--- config.mk ---
export PLATFORM = sky130hd
export DESIGN_NAME = pnc_cell
export DESIGN_NICKNAME = d
export VERILOG_FILES = /design/src/design/pnc_pkg.sv /design/src/design/pnc_cell.sv
export SDC_FILE = /design/constraint.sdc
export NUM_CORES = 1
export LEC_CHECK = 0
export ABC_AREA = 1
export BUFFER_PORTS_ARGS = -buffer_cell sky130_fd_sc_hd__buf_2
export CAP_MARGIN = 20
export CORE_UTILIZATION = 55
export CTS_BUF_LIST = sky130_fd_sc_hd__clkbuf_8
export CTS_CLUSTER_DIAMETER = 30
export CTS_CLUSTER_SIZE = 14
export DETAILED_ROUTE_END_ITERATION = 8
export GPL_TIMING_DRIVEN = 1
export PLACE_DENSITY_LB_ADDON = 0.25
export SETUP_SLACK_MARGIN = 0.5
export SLEW_MARGIN = 30
export SYNTH_ARGS = -nofsm -noshare
export SYNTH_HDL_FRONTEND = slang
export SYNTH_SLANG_ARGS = --single-unit
export TNS_END_PERCENT = 20
--- constraint.sdc ---
create_clock -name clock -period 12.61 [get_ports clock]
set_input_delay 1.8915 -clock clock [delete_from_list [all_inputs] [get_ports clock]]
set_output_delay 1.8915 -clock clock [all_outputs]
set_load 0.005 [all_outputs]
--- src/design/pnc_pkg.sv ---
// ----------------------------------------------------------------------------
// pnc_pkg: shared types and helpers for the palette nearest-color matcher
// Function and status codes, the cell-to-cell bus type and the RGB distance.
// ----------------------------------------------------------------------------
package pnc_pkg;

   localparam int PNC_MAX_ENTRIES = 16;

   localparam logic [1:0] FUNC_ADD    = 2'd0;
   localparam logic [1:0] FUNC_REMOVE = 2'd1;
   localparam logic [1:0] FUNC_QUERY  = 2'd2;

   localparam logic [1:0] ST_OK      = 2'd0;
   localparam logic [1:0] ST_EMPTY   = 2'd1;
   localparam logic [1:0] ST_FULL    = 2'd2;
   localparam logic [1:0] ST_NOMATCH = 2'd3;

   // 3 * 255^2 fits in 18 bits
   localparam int DIST_W = 18;

   typedef struct packed {
      logic              active;
      logic [1:0]        func;
      logic [23:0]       color;
      logic              found;
      logic              have;
      logic [DIST_W-1:0] best_dist;
      logic [23:0]       best_color;
   } cell_bus_type;

   function automatic logic [15:0] gap_sq(input logic [7:0] a, input logic [7:0] b);
      logic [7:0] d;
      d = (a >= b) ? (a - b) : (b - a);
      return 16'(d) * 16'(d);
   endfunction

   function automatic logic [DIST_W-1:0] color_dist_sq(input logic [23:0] a,
                                                       input logic [23:0] b);
      return DIST_W'(gap_sq(a[23:16], b[23:16]))
           + DIST_W'(gap_sq(a[15:8], b[15:8]))
           + DIST_W'(gap_sq(a[7:0], b[7:0]));
   endfunction

endpackage

--- src/design/pnc_cell.sv ---
// ----------------------------------------------------------------------------
// pnc_cell: one palette slot of the matcher chain
// Holds one color, acts on the passing request and hands it to the next slot.
// ----------------------------------------------------------------------------
module pnc_cell
   import pnc_pkg::*;
#(
   parameter int MAX_ENTRIES = PNC_MAX_ENTRIES,
   parameter int CELL_INDEX  = 0
) (
   input  logic                             clock,
   input  logic                             reset,
   input  logic                             advance,
   input  logic [$clog2(MAX_ENTRIES+1)-1:0] count,
   input  cell_bus_type                     bus_in,
   input  logic [$clog2(MAX_ENTRIES)-1:0]   idx_in,
   input  logic [23:0]                      next_entry,
   output cell_bus_type                     bus_out,
   output logic [$clog2(MAX_ENTRIES)-1:0]   idx_out,
   output logic [23:0]                      entry
);

   localparam int CNT_W = $clog2(MAX_ENTRIES + 1);
   localparam int IDX_W = $clog2(MAX_ENTRIES);
   localparam logic [CNT_W-1:0] SLOT_C = CNT_W'(CELL_INDEX);
   localparam logic [IDX_W-1:0] SLOT_IDX_C = IDX_W'(CELL_INDEX);

   logic [23:0]       entry_ff, entry_in;
   cell_bus_type      bus_ff, bus_in_next;
   logic [IDX_W-1:0]  idx_ff, idx_in_next;
   logic              in_use;
   logic              hit;
   logic [DIST_W-1:0] cand_dist;

   assign in_use    = SLOT_C < count;
   assign hit       = in_use && (entry_ff == bus_in.color);
   assign cand_dist = color_dist_sq(bus_in.color, entry_ff);

   always_comb begin
      entry_in    = entry_ff;
      bus_in_next = bus_in;
      idx_in_next = idx_in;
      if (bus_in.active) begin
         unique case (bus_in.func)
            FUNC_ADD: begin
               if (count == SLOT_C) entry_in = bus_in.color;
            end
            FUNC_REMOVE: begin
               // close the gap: pull the neighbor's color once the match is seen
               if (in_use && (bus_in.found || hit)) begin
                  entry_in          = next_entry;
                  bus_in_next.found = 1'b1;
               end
            end
            FUNC_QUERY: begin
               // strict compare keeps the lowest index on a tie
               if (in_use && (!bus_in.have || cand_dist < bus_in.best_dist)) begin
                  bus_in_next.have       = 1'b1;
                  bus_in_next.best_dist  = cand_dist;
                  bus_in_next.best_color = entry_ff;
                  idx_in_next            = SLOT_IDX_C;
               end
            end
            default: ;
         endcase
      end
   end

   always_ff @(posedge clock) begin
      if (advance) begin
         entry_ff <= entry_in;
         idx_ff   <= idx_in_next;
      end
   end

   always_ff @(posedge clock) begin
      if (reset) begin
         bus_ff <= '0;
      end else if (advance) begin
         bus_ff <= bus_in_next;
      end
   end

   assign bus_out = bus_ff;
   assign idx_out = idx_ff;
   assign entry   = entry_ff;

endmodule

-- Word level (Yosys, flattened, before mapping)
Index checks and enable logic that the tools add are counted.
Widths: inputs -> output; s select.
- reduce and logical (&&, ||, !) cells: 10
- multiplexer cells: 14
- multiply operators: 3
- equal/unequal tests: 5
- order comparisons: 5
- add/subtract/negate cells: 8
- operator list (cell ; number):
    $mux 43 ; 2
    $mul 8x8->16 ; 3
    $mux 24 ; 2
    $pmux 24 s2 ; 1
    $sub 8x8->8 ; 6
    $mux 44 ; 1
    $eq 24x24->1 ; 1
    $ge 8x8->1 ; 3
    $mux 8 ; 3
    $add 17x16->18 ; 1
    $lt 18x18->1 ; 1
    $add 16x16->17 ; 1
    $mux 4 ; 3
    $logic_not 5->1 ; 1
    $lt 1x5->1 const A ; 1
    $reduce_and 5->1 ; 1
    $ne 2x2->1 const B ; 2
    $logic_and 1x1->1 ; 3
    $eq 2x1->1 const B ; 1
    $eq 2x2->1 const B ; 1
    $logic_not 2->1 ; 1
    $logic_or 1x1->1 ; 2
    $mux 1 ; 2
    $reduce_bool 2->1 ; 1
    $logic_not 1->1 ; 1
- logic and storage cells: 54
- output and inout bits: 99
- bits in registers: 99
- bits of input ports: 107

-- Longest topological paths before layout
Gate-level depths: netlist of run 1.
- depth after elaboration: 11
- gate-level depth with buffers: 52
- mapped depth without buffers: 51

-- Worst setup path after synthesis of run 1
OpenSTA, ideal clock, no wires.
- path kind: input-to-reg
- start: in bus_in[60] (netlist name)
- end: reg bus_ff, in the netlist bus_out[6]
- arrival time: 9755 ps
- setup slack: 2723 ps
- library setup time: 132 ps
- path buffers: 1
- required time: 12478 ps
- stages: 49
- cells stage by stage: inv_1 > ha_1 > inv_1 > fa_1 > nand2_2 > nand2_1 > a21oi_2 > o21ai_2 > a21oi_4 > inv_2 > o21ai_0 > nand2_1 > nor2_1 > inv_1 > fa_1 > inv_1 > fa_1 > inv_1 > [... 13 more ...] > nand2_1 > nand2_1 > nand2_1 > nand2_1 > inv_1 > ha_1 > nand2_1 > nor2_1 > nand2_1 > nor2_1 > o21ai_0 > nand3_1 > nand2_1 > nand2_1 > buf_2 > nand2_1 > nand3_1 > a21oi_1
- word-level cells in the longest chain between the ends: 11
- elaborated cells between the ends (all ways): 13
- those cells by class: add/sub (4); mul (1); order compare (2); mux (4); reduce/logical (2)
- ends and longest elaborated chain (what ; line ; source):
    from (decl) ; pnc_cell.sv:15 ; input cell_bus_type bus_in,
    $sub 8x8->8 / $ge 8x8->1 (equally long branches) ; pnc_pkg.sv:33 ; d = (a >= b) ? (a - b) : (b - a);
    $mux 8 (*) ; pnc_pkg.sv:33 ;
    $mul 8x8->16 (*) ; pnc_pkg.sv:34 ; return 16'(d) * 16'(d);
    $add 16x16->17 (*) ; pnc_pkg.sv:40 ; + DIST_W'(gap_sq(a[15:8], b[15:8]))
    $add 17x16->18 (*) ; pnc_pkg.sv:41 ; + DIST_W'(gap_sq(a[7:0], b[7:0]));
    $lt 18x18->1 (*) ; pnc_cell.sv:57 ; if (in_use && (!bus_in.have || cand_dist < bus_in.best_dist)) begin
    $logic_or 1x1->1 (*) ; pnc_cell.sv:57 ;
    $logic_and 1x1->1 (*) ; pnc_cell.sv:57 ;
    $mux 43 (*) ; pnc_cell.sv:57 ;
    $mux 43 (*) ; pnc_cell.sv:44 ; unique case (bus_in.func)
    $mux 44 (*) ; pnc_cell.sv:43 ; if (bus_in.active) begin
    to (signal assigned) ; pnc_cell.sv:80 ; bus_ff <= bus_in_next;
    to (decl) ; pnc_cell.sv:29 ; cell_bus_type bus_ff, bus_in_next;
Every way passes the cells marked *; elsewhere a longest branch is shown, timed or not.
A chain may end at the register's enable or synchronous reset.

-- Worst setup path in the final report of run 1
- start: in bus_in[60] (netlist name)
- end: reg bus_ff, in the netlist bus_out[30]
- word-level cells in the longest chain between the ends: 11
- elaborated cells between the ends (all ways): 13
- those cells by class: add/sub (4); mul (1); order compare (2); mux (4); reduce/logical (2)
- ends and longest elaborated chain (what ; line):
    $sub 8x8->8 / $ge 8x8->1 (equally long branches) ; pnc_pkg.sv:33
    $mux 8 (*) ; pnc_pkg.sv:33
    $mul 8x8->16 (*) ; pnc_pkg.sv:34
    $add 16x16->17 (*) ; pnc_pkg.sv:40
    $add 17x16->18 (*) ; pnc_pkg.sv:41
    $lt 18x18->1 ; pnc_cell.sv:57
    $logic_or 1x1->1 ; pnc_cell.sv:57
    $logic_and 1x1->1 ; pnc_cell.sv:57
    $mux 43 (*) ; pnc_cell.sv:57
    $mux 43 (*) ; pnc_cell.sv:44
    $mux 44 (*) ; pnc_cell.sv:43
Marks and branches as above.

==> impl_metrics.sql, run 1 <==
INSERT INTO impl_metrics (metric_group, metric, value, unit) VALUES
('clock_tree', 'htreeDepth', '3', ''),
('min_path', 'hold_path_class', 'reg2reg', ''),
('global_routing', 'first_pass_grt_wire_length', '53900', 'um'),
('run', 'drv_cap', '0', ''),
('outcome', 'outcome', 'completed', ''),
('cells_and_area', 'most_common_library_cell_in_the_layout_ignoring_fill_and_taps', 'sky130_fd_sc_hd__inv_1', ''),
('critical_path', 'cp_common_cell', 'sky130_fd_sc_hd__nand2_1', ''),
('clock_tree', 'post_cts_buffers', '0', ''),
('sta', 'setup_viol_count_final', '0', ''),
('critical_path', 'cp_data_required_time', '12860', 'ps'),
('critical_path', 'timing_worst_setup_path_type', 'in2reg', ''),
('floorplanning', 'core.rowCount', '54', ''),
('critical_path', 'worstSetupEndpointType', 'flip-flop', ''),
('global_routing', 'number_of_global_route_vias_before_repair', '11100', ''),
('sta', 'max_slew_margin', '40.4', '%'),
('sta', 'finClkSkew', '32.1', 'ps'),
('detailed_routing', 'drt-total-wl', '32900', 'um'),
('detailed_routing', 'dr.first_iter.drc_count', '554', ''),
('critical_path', 'worst_path_max_fanout', '23', ''),
('critical_path', 'worstSetupStartpointType', 'input port', ''),
('floorplanning', 'floorplan.initialDensity', '56.7', '%'),
('detailed_routing', 'drtAntennaViolNets', '0', ''),
('synth', 'netlist.area_leader.share', '22.0', '%'),
('placed_design', 'finalWeightedCongestion', '0.937', ''),
('sta', 'layout_worst_path_cycle_share', '87.5', '%'),
('clock_tree', 'clock_slew_seen_by_the_registers_of_the_worst_setup_and_hold_paths', '110', 'ps'),
('cells_and_area', 'seq_area', '2260', 'sq um'),
('cells_and_area', 'layout.cells.most_common_list', '409 x sky130_fd_sc_hd__inv_1, 299 x sky130_fd_sc_hd__nand2_1, 205 x sky130_fd_sc_hd__buf_2, 141 x sky130_fd_sc_hd__ha_1, 138 x sky130_fd_sc_hd__fa_1', ''),
('floorplanning', 'fp.dieH', '153', 'um'),
('synth', 'yosys-top-cells-area', 'sky130_fd_sc_hd__fa_1 22%, sky130_fd_sc_hd__ha_1 14%, sky130_fd_sc_hd__inv_1 12%, sky130_fd_sc_hd__dfxtp_1 11%, sky130_fd_sc_hd__nand2_1 9.0%', ''),
('cells_and_area', 'share_of_cells_above_drive_strength_1', '14.3', '%'),
('cells_and_area', 'final_nets', '2238', ''),
('detailed_routing', 'routed-via-count', '11000', ''),
('global_routing', 'grt_antenna_before_repair', '5', ''),
('synth', 'netlist_instances', '1679', ''),
('floorplanning', 'die-area', '23400', 'sq um'),
('clock_tree', 'cts.path.max_buffers', '2', ''),
('clock_tree', 'post_cts.resized_instances', '0', ''),
('synth', 'netlist-cell-type-count', '45', ''),
('synth', 'synth.yosys.warnings', '0', ''),
('sta', 'drv_slew', '0', ''),
('synth', 'synth.net_count', '2065', ''),
('synth', 'fraction_of_the_yosys_area_taken_by_sequential_cells', '18.0', '%'),
('synth', 'ys_ff_latch', '99', ''),
('cells_and_area', 'flow.area_growth_from_synthesis', '11.6', '%'),
('synth', 'asyncSetResetFlopFracSynth', '0', '%'),
('clock_tree', 'clk_latency', '410', 'ps'),
('placed_design', 'dp_hpwl', '27600', 'um'),
('synth', 'synthesis.area', '12500', 'sq um'),
('critical_path', 'timing.critical_path.max_delay_family', 'adder cells', ''),
('critical_path', 'worst-path-buf-inv', '12', ''),
('cells_and_area', 'multi_input_gate_area', '8510', 'sq um'),
('global_routing', 'grt_util_all_layers', '29.0', '%'),
('detailed_routing', 'drc', '0', ''),
('global_routing', 'globalRoute.totalOverflow', '0', ''),
('sta', 'worst-slew-pin-transition', '894', 'ps'),
('sta', 'hold_viol', '0', ''),
('critical_path', 'worstPathArrival', '11290', 'ps'),
('floorplanning', 'core_region_area', '22100', 'sq um'),
('floorplanning', 'floorplan.die.width', '153', 'um'),
('synth', 'synth_area_leader_cell', 'sky130_fd_sc_hd__fa_1', ''),
('placed_design', 'buffer_ports.inserted', '205', ''),
('cells_and_area', 'final.fill_count', '2084', ''),
('clock_tree', 'cts.sink_count', '99', ''),
('placed_design', 'detailed_place.area', '13800', 'sq um'),
('clock_tree', 'postCtsHoldBufs', '0', ''),
('sta', 'period_needed', '11030', 'ps'),
('sta', 'rsz0062_at_grt', 'no', ''),
('synth', 'synth_enable_flop_cells', '28', ''),
('critical_path', 'worst_path_slowest_cell', 'sky130_fd_sc_hd__nand2_1', ''),
('floorplanning', 'pin_count', '206', '');
-- layer usage --
metal | vias up | GRT usage (%) | share of wire [%]
li1 | 5459 | - | -
met1 | 5195 | 36.0 | 41
met2 | 308 | 50.7 | 49
met3 | 61 | 5.08 | 6.2
met4 | 4 | 10.2 | 3.4
met5 | - | 0 | 0.073
-- tightest hold or removal path, stage by stage, from the launching register on --
cell	delay [ps]
sky130_fd_sc_hd__dfxtp_1	320
sky130_fd_sc_hd__nand2_1	60
sky130_fd_sc_hd__a21oi_1	50
-- cells in the mapped netlist (3+ instances only) --
cell / n
sky130_fd_sc_hd__a21oi_1: 129
sky130_fd_sc_hd__nor2_1: 136
sky130_fd_sc_hd__o221ai_1: 4
sky130_fd_sc_hd__fa_1: 138
sky130_fd_sc_hd__buf_1: 3
sky130_fd_sc_hd__dfxtp_1: 71
sky130_fd_sc_hd__a21o_1: 3
sky130_fd_sc_hd__mux2_2: 3
sky130_fd_sc_hd__a21oi_2: 3
sky130_fd_sc_hd__o21bai_1: 3
sky130_fd_sc_hd__o21ai_2: 7
sky130_fd_sc_hd__buf_2: 10
sky130_fd_sc_hd__nand2_2: 8
sky130_fd_sc_hd__o21ai_0: 48
sky130_fd_sc_hd__nand4_1: 6
sky130_fd_sc_hd__inv_1: 409
sky130_fd_sc_hd__inv_2: 7
sky130_fd_sc_hd__clkbuf_1: 34
sky130_fd_sc_hd__xnor2_1: 9
sky130_fd_sc_hd__xor2_1: 30
sky130_fd_sc_hd__nor3_1: 5
sky130_fd_sc_hd__nand3_1: 117
sky130_fd_sc_hd__nand2_1: 299
sky130_fd_sc_hd__edfxtp_1: 28
sky130_fd_sc_hd__ha_1: 141
-- worst paths after layout --
path	from	end	slack, ps	cells after the start
setup reg to reg	entry[16]	bus_out[30]	2870	48
setup / recovery	bus_in[60]	bus_out[30]	1580	50
hold / removal	bus_out[30]	bus_out[30]	470	2
hold reg to reg	bus_out[30]	bus_out[30]	470	2
-- registers in the layout (all words and copies together), names as in the netlist --
name	flops
bus_out	71
idx_out	4
entry	24
-- final cells by class --
class	instances	share of cell area [%]
Inverter	416	11.2
Clock inverter	7	0.653
Timing Repair Buffer	212	7.74
Clock buffer	9	0.885
Multi-Input combinational cell	1114	60.8
Sequential cell	99	16.2
Tap cell	280	2.50
Antenna cell	3	0.0537
-- stage by stage --
step / instances / utilization (%) / hold slack, ps / setup slack (ps)
global route: 2139 / 63.3 / 488 / 786
detailed placement: 2121 / 62.3 / 452 / 1180
global placement: 2121 / 62.3 / 448 / 1450
floorplan: 1679 / - / 457 / 2720
finish: 2140 / 63.3 / 468 / 1580
CTS: 2137 / 63.3 / 468 / 1600
-- cells by family after synthesis --
logic type | synth area share [%]
AOI/OAI and AO/OA | 9.07
xor gates and xnor gates | 2.85
adders and majority gates | 36.1
buffers and inverters | 14.2
muxes | 0.269
and+or+nand+nor | 19.5
DFF | 18.0
Power of run 1 is not shown: default switching activity piles up to over one toggle a cycle in this logic, so the estimate is an artifact.
==> inputs of run 2 (changes only) <==
- ABC_AREA: 1 -> not set
==> run 2 against run 1 <==
Compared with the run above:
- sequential share of layout area up 0.39 points
- worst hold slack better by 15 ps
- global-route usage down 0.67 points
- synthesized cell count is 22% lower
- worst setup slack lost 420 ps
- flip-flop and latch count unchanged
- design area decreased by 2.3%
==> impl_metrics.sql, run 2 <==
INSERT INTO impl_metrics (metric_group, metric, value, unit) VALUES
('outcome', 'outcome', 'completed', ''),
('cells_and_area', 'largest_register_ffs', '71', ''),
('sta', 'fmax', '87.3', 'MHz'),
('clock_tree', 'cts.path.max_buffers', '2', ''),
('detailed_routing', 'drc', '0', ''),
('synth', 'netlist_instances', '1313', ''),
('global_routing', 'grt_start_max_net_pins', '74', ''),
('synth', 'yosys-top-cells-area', 'sky130_fd_sc_hd__fa_1 23%, sky130_fd_sc_hd__ha_1 15%, sky130_fd_sc_hd__dfxtp_1 12%, sky130_fd_sc_hd__inv_1 9.1%, sky130_fd_sc_hd__edfxtp_1 7.1%', ''),
('sta', 'max_slew_margin', '39.1', '%'),
('synth', 'fraction_of_the_yosys_area_taken_by_sequential_cells', '19.0', '%'),
('synth', 'synth_area_per_cell', '9.05', 'sq um'),
('floorplanning', 'core_region_area', '21100', 'sq um'),
('clock_tree', 'clock_slew_seen_by_the_registers_of_the_worst_setup_and_hold_paths', '110', 'ps'),
('clock_tree', 'cts_made_buffers', '9', ''),
('synth', 'netlist_top_cells_count', '287 x sky130_fd_sc_hd__inv_1, 141 x sky130_fd_sc_hd__ha_1, 138 x sky130_fd_sc_hd__fa_1', ''),
('clock_tree', 'tritoncts_clock_tree', 'done', ''),
('floorplanning', 'die-area', '22200', 'sq um'),
('sta', 'layout_worst_path_cycle_share', '90.8', '%'),
('critical_path', 'cp_common_cell', 'sky130_fd_sc_hd__inv_1', ''),
('cells_and_area', 'antennaDiodeCount', '0', ''),
('floorplanning', 'core.rowCount', '53', ''),
('clock_tree', 'htreeDepth', '3', ''),
('synth', 'ys_ff_latch', '99', ''),
('critical_path', 'worstSetupEndpointType', 'flip-flop', ''),
('cells_and_area', 'layout.cells.most_common_list', '287 x sky130_fd_sc_hd__inv_1, 204 x sky130_fd_sc_hd__buf_2, 141 x sky130_fd_sc_hd__ha_1, 138 x sky130_fd_sc_hd__fa_1, 136 x sky130_fd_sc_hd__nor2_1', ''),
('cells_and_area', 'final_nets', '1910', ''),
('detailed_routing', 'routed-via-count', '9649', ''),
('cells_and_area', 'multi_input_gate_area', '8390', 'sq um'),
('cells_and_area', 'most_common_library_cell_in_the_layout_ignoring_fill_and_taps', 'sky130_fd_sc_hd__inv_1', ''),
('detailed_routing', 'drt_pre_antenna_iters', '4', ''),
('global_routing', 'grt_antenna_before_repair', '0', ''),
('floorplanning', 'floorplan.die.width', '149', 'um'),
('critical_path', 'critical_path.max_stage_delay', '540', 'ps'),
('synth', 'netlist-cell-type-count', '65', ''),
('synth', 'synth_most_common_cell', 'sky130_fd_sc_hd__inv_1', ''),
('sta', 'period_needed', '11450', 'ps'),
('critical_path', 'worst_path_max_fanout', '17', ''),
('placed_design', 'dp_hpwl', '25400', 'um'),
('synth', 'synthesis.area', '11900', 'sq um'),
('floorplanning', 'floorplan.initialDensity', '56.4', '%'),
('clock_tree', 'clk_latency', '390', 'ps'),
('cells_and_area', 'seq_area', '2260', 'sq um'),
('synth', 'netlist.area_leader.share', '23.2', '%'),
('critical_path', 'cp_data_required_time', '12910', 'ps'),
('synth', 'synth_area_leader_cell', 'sky130_fd_sc_hd__fa_1', ''),
('detailed_routing', 'via_per_inst', '5.35', ''),
('sta', 'drv_slew', '0', ''),
('clock_tree', 'cts.sink_count', '99', ''),
('synth', 'synth_enable_flop_cells', '28', ''),
('clock_tree', 'clock-root-buffer', 'sky130_fd_sc_hd__clkbuf_8', ''),
('floorplanning', 'fp.dieH', '149', 'um'),
('sta', 'setup_viol_count_final', '0', ''),
('synth', 'synth.yosys.warnings', '0', ''),
('global_routing', 'number_of_global_route_vias_before_repair', '10000', ''),
('floorplanning', 'pin_count', '206', ''),
('sta', 'finClkSkew', '18.9', 'ps'),
('min_path', 'hold_path_class', 'reg2reg', ''),
('sta', 'rsz0062_at_grt', 'no', ''),
('global_routing', 'globalRoute.totalOverflow', '0', ''),
('critical_path', 'worst_path_slowest_cell', 'sky130_fd_sc_hd__fa_1', ''),
('cells_and_area', 'flow.area_growth_from_synthesis', '15.0', '%'),
('critical_path', 'worstSetupStartpointType', 'input port', ''),
('detailed_routing', 'dr.first_iter.drc_count', '394', ''),
('synth', 'asyncSetResetFlopFracSynth', '0', '%'),
('detailed_routing', 'drtAntennaViolNets', '0', ''),
('detailed_routing', 'routed_wire_length_per_instance', '16.7', 'um'),
('global_routing', 'grt_util_all_layers', '28.3', '%'),
('run', 'drv_cap', '0', ''),
('critical_path', 'timing_worst_setup_path_type', 'in2reg', ''),
('placed_design', 'buffer_ports.inserted', '205', ''),
('cells_and_area', 'share_of_cells_above_drive_strength_1', '19.1', '%'),
('synth', 'synth.net_count', '1699', ''),
('synth', 'yosys_most_used_dff', 'sky130_fd_sc_hd__dfxtp_1', ''),
('cells_and_area', 'final.fill_count', '1824', ''),
('detailed_routing', 'drt-total-wl', '30100', 'um'),
('global_routing', 'first_pass_grt_wire_length', '48800', 'um'),
('placed_design', 'finalWeightedCongestion', '0.930', ''),
('sta', 'setup_tns', '0', 'ps'),
('sta', 'hold_viol', '0', ''),
('critical_path', 'worstPathArrival', '11750', 'ps'),
('sta', 'worst-slew-pin-transition', '907', 'ps');
## run 2: timing repair
action | CTS | global route
setup buffers | 0 | 1
setup endpoints to repair | 0 | 46
gates resized for setup | 0 | 3
hold buffers | 0 | 0
endpoints found under the hold margin | 0 | 0
## run 2: final timing paths
check              start     endpoint  slack [ps]  cells past startpoint
max           bus_in[65]  bus_out[37]        1160                     44
min          bus_out[70]  bus_out[70]         480                      2
max reg2reg    entry[21]  bus_out[37]        2330                     42
min reg2reg  bus_out[70]  bus_out[70]         480                      2
## run 2: cell families after synthesis
group | Yosys count | synth area share, %
multiplexers | 87 | 7.45
XOR/XNOR | 32 | 2.42
adder cells (fa/ha/maj) | 279 | 38.1
buffers and inverters | 330 | 10.7
flip-flops | 99 | 19.0
AND/OR/NAND/NOR | 290 | 11.5
AO/OA/AOI/OAI | 196 | 10.8
## run 2: area by class of cell
class,instances,area share [%]
Tap cell,275,2.52
Clock inverter,7,0.769
Inverter,288,7.91
Clock buffer,9,0.907
Timing Repair Buffer,242,9.95
Sequential cell,99,16.6
Multi-Input combinational cell,884,61.4
## run 2: routing by layer
layer / share of wire (%) / GRT usage [%] / up-vias
li1: - / - / 4644
met1: 42 / 35.3 / 4703
met2: 50 / 50.0 / 262
met3: 5.8 / 4.98 / 40
met4: 2.0 / 8.01 / 0
met5: 0 / 0 / -
## run 2: metrics by stage
stage                     hold slack [ps]  worst slack, ps  cells  utilization (%)  cell area, sq um
after global placement                458              459   1785             63.3             13400
final                                 483             1160   1804             64.8             13700
after detailed placement              466              508   1786             63.5             13400
after CTS                             486              906   1802             64.6             13600
after floorplan                       467             1410   1313                -             11900
after global routing                  499              495   1804             64.8             13700
## run 2: worst max-delay path: cells and delay by family
family	cells	cell delay (ps)
adder cells (fa/ha/maj)	10	4520
AND/OR/NAND/NOR	4	730
AO/OA/AOI/OAI	13	2450
multiplexers	2	420
XOR/XNOR	2	370
buffers and inverters	13	1310
Power of run 2 is left out for the same reason.
==> inputs of run 3 (changes only) <==
- CORE_UTILIZATION: 55 -> 45
==> run 3 against run 2 <==
Compared with the run above:
- sequential share of layout area barely moved
- register-to-register slack got worse by 40 ps
- non-clock buffer count fell by 3
- worst setup slack got worse by 15 ps
- critical path type unchanged
- global-route usage fell by 5.0 points
- largest cell class unchanged
==> impl_metrics.sql, run 3 (synthesis gave the netlist of run 2 again) <==
INSERT INTO impl_metrics (metric_group, metric, value, unit) VALUES
('critical_path', 'worst_path_slowest_cell', 'sky130_fd_sc_hd__fa_1', ''),
('cells_and_area', 'seq_area', '2260', 'sq um'),
('sta', 'setup_tns', '0', 'ps'),
('clock_tree', 'tritoncts_clock_tree', 'done', ''),
('critical_path', 'timing.critical_path.max_delay_family', 'adder cells', ''),
('sta', 'hold_viol', '0', ''),
('clock_tree', 'cts.path.max_buffers', '2', ''),
('detailed_routing', 'drtAntennaViolNets', '0', ''),
('floorplanning', 'core_region_area', '26000', 'sq um'),
('sta', 'max_slew_margin', '35.4', '%'),
('global_routing', 'grt_start_max_net_pins', '74', ''),
('placed_design', 'dp_hpwl', '25800', 'um'),
('cells_and_area', 'antennaDiodeCount', '0', ''),
('critical_path', 'worst-path-buf-inv', '14', ''),
('critical_path', 'cp_data_required_time', '12860', 'ps'),
('floorplanning', 'floorplan.initialDensity', '45.7', '%'),
('global_routing', 'grt_util_all_layers', '23.3', '%'),
('sta', 'rsz0062_at_grt', 'no', ''),
('detailed_routing', 'length_of_routed_wiring_on_met1', '13400', 'um'),
('cells_and_area', 'layout.cells.most_common_list', '287 x sky130_fd_sc_hd__inv_1, 204 x sky130_fd_sc_hd__buf_2, 141 x sky130_fd_sc_hd__ha_1, 138 x sky130_fd_sc_hd__fa_1, 136 x sky130_fd_sc_hd__nor2_1', ''),
('detailed_routing', 'drt-total-wl', '30700', 'um'),
('clock_tree', 'cts.sink_count', '99', ''),
('clock_tree', 'cts_made_buffers', '9', ''),
('detailed_routing', 'dr_wl_met2', '15000', 'um'),
('detailed_routing', 'drt_pre_antenna_iters', '5', ''),
('cells_and_area', 'largest_register_ffs', '71', ''),
('clock_tree', 'clock-root-buffer', 'sky130_fd_sc_hd__clkbuf_8', ''),
('placed_design', 'buffer_ports.inserted', '205', ''),
('detailed_routing', 'dr_wl_met3', '1640', 'um'),
('run', 'drv_cap', '0', ''),
('placed_design', 'finalWeightedCongestion', '0.875', ''),
('critical_path', 'worstSetupEndpointType', 'flip-flop', ''),
('sta', 'period_needed', '11460', 'ps'),
('floorplanning', 'die-area', '27100', 'sq um'),
('critical_path', 'worst_path_max_fanout', '16', ''),
('detailed_routing', 'dr.first_iter.drc_count', '436', ''),
('sta', 'finClkSkew', '21.0', 'ps'),
('critical_path', 'worstPathArrival', '11710', 'ps'),
('critical_path', 'critical_path.max_stage_delay', '530', 'ps'),
('cells_and_area', 'final_nets', '1907', ''),
('critical_path', 'worstSetupStartpointType', 'input port', ''),
('clock_tree', 'clock_slew_seen_by_the_registers_of_the_worst_setup_and_hold_paths', '110', 'ps'),
('clock_tree', 'post_cts_buffers', '0', ''),
('detailed_routing', 'routed.top_layer', 'met5', ''),
('sta', 'worst-slew-pin-transition', '963', 'ps'),
('floorplanning', 'fp.dieH', '165', 'um'),
('sta', 'setup_viol_count_final', '0', ''),
('global_routing', 'globalRoute.totalOverflow', '0', ''),
('global_routing', 'number_of_global_route_vias_before_repair', '9678', ''),
('cells_and_area', 'final.fill_count', '2479', ''),
('critical_path', 'timing_worst_setup_path_type', 'in2reg', ''),
('global_routing', 'grt_antenna_before_repair', '3', ''),
('detailed_routing', 'drc', '0', ''),
('detailed_routing', 'via_per_inst', '5.13', ''),
('sta', 'drv_slew', '0', ''),
('outcome', 'outcome', 'completed', ''),
('cells_and_area', 'flow.area_growth_from_synthesis', '15.1', '%'),
('floorplanning', 'pin_count', '206', ''),
('clock_tree', 'htreeDepth', '3', ''),
('cells_and_area', 'most_common_library_cell_in_the_layout_ignoring_fill_and_taps', 'sky130_fd_sc_hd__inv_1', ''),
('detailed_routing', 'routed_wire_length_per_instance', '16.5', 'um'),
('cells_and_area', 'multi_input_gate_area', '8380', 'sq um'),
('sta', 'fmax', '87.2', 'MHz'),
('clock_tree', 'clk_latency', '410', 'ps'),
('detailed_routing', 'routed-via-count', '9542', ''),
('floorplanning', 'floorplan.die.width', '165', 'um'),
('cells_and_area', 'share_of_cells_above_drive_strength_1', '18.9', '%'),
('sta', 'layout_worst_path_cycle_share', '90.9', '%'),
('critical_path', 'cp_common_cell', 'sky130_fd_sc_hd__inv_1', ''),
('min_path', 'hold_path_class', 'reg2reg', ''),
('global_routing', 'first_pass_grt_wire_length', '48500', 'um'),
('sta', 'hold_slack', '485', 'ps'),
('floorplanning', 'core.rowCount', '59', '');
-- run 3: per-layer routing --
layer,vias to the layer above,track usage [%]
met5,-,0
met4,6,6.05
met3,40,4.87
met2,242,40.1
met1,4606,29.5
li1,4648,-
-- run 3: path summary, 6_finish.rpt --
path | to | slack [ps] | depth (start not counted) | startpoint
worst max-delay path | bus_out[35] | 1150 | 44 | bus_in[60]
worst min-delay path | bus_out[32] | 480 | 2 | bus_out[32]
worst max register to register | bus_out[35] | 2290 | 41 | entry[17]
worst min register to register | bus_out[32] | 480 | 2 | bus_out[32]
-- run 3: final cells by class --
class | count | share of cell area (%)
sequential | 99 | 16.5
multi-input combinational | 884 | 61.3
clock inverter | 7 | 0.668
timing repair buffer | 239 | 9.62
tap | 335 | 3.06
clock buffer | 9 | 0.906
inverter | 288 | 7.90
-- run 3: through the flow --
| stage | cells | setup WS, ps | util (%) | cell area, sq um |
|---|---|---|---|---|
| after floorplan | 1313 | 1410 | - | 11900 |
| after global routing | 1861 | 537 | 52.6 | 13700 |
| after CTS | 1860 | 750 | 52.5 | 13600 |
| after detailed placement | 1844 | 298 | 51.7 | 13400 |
| final | 1861 | 1150 | 52.6 | 13700 |
| after global placement | 1844 | 594 | 51.7 | 13400 |
-- run 3: what timing repair did --
action,CTS,global route
hold buffers,0,0
setup endpoints to repair,0,13
gates resized for setup,0,3
-- run 3: tightest hold or removal path, stage by stage, from the launching register on --
cell	delay [ps]
sky130_fd_sc_hd__dfxtp_1	320
sky130_fd_sc_hd__nor2_1	80
sky130_fd_sc_hd__a211oi_1	50
Power of run 3 is left out for the same reason.
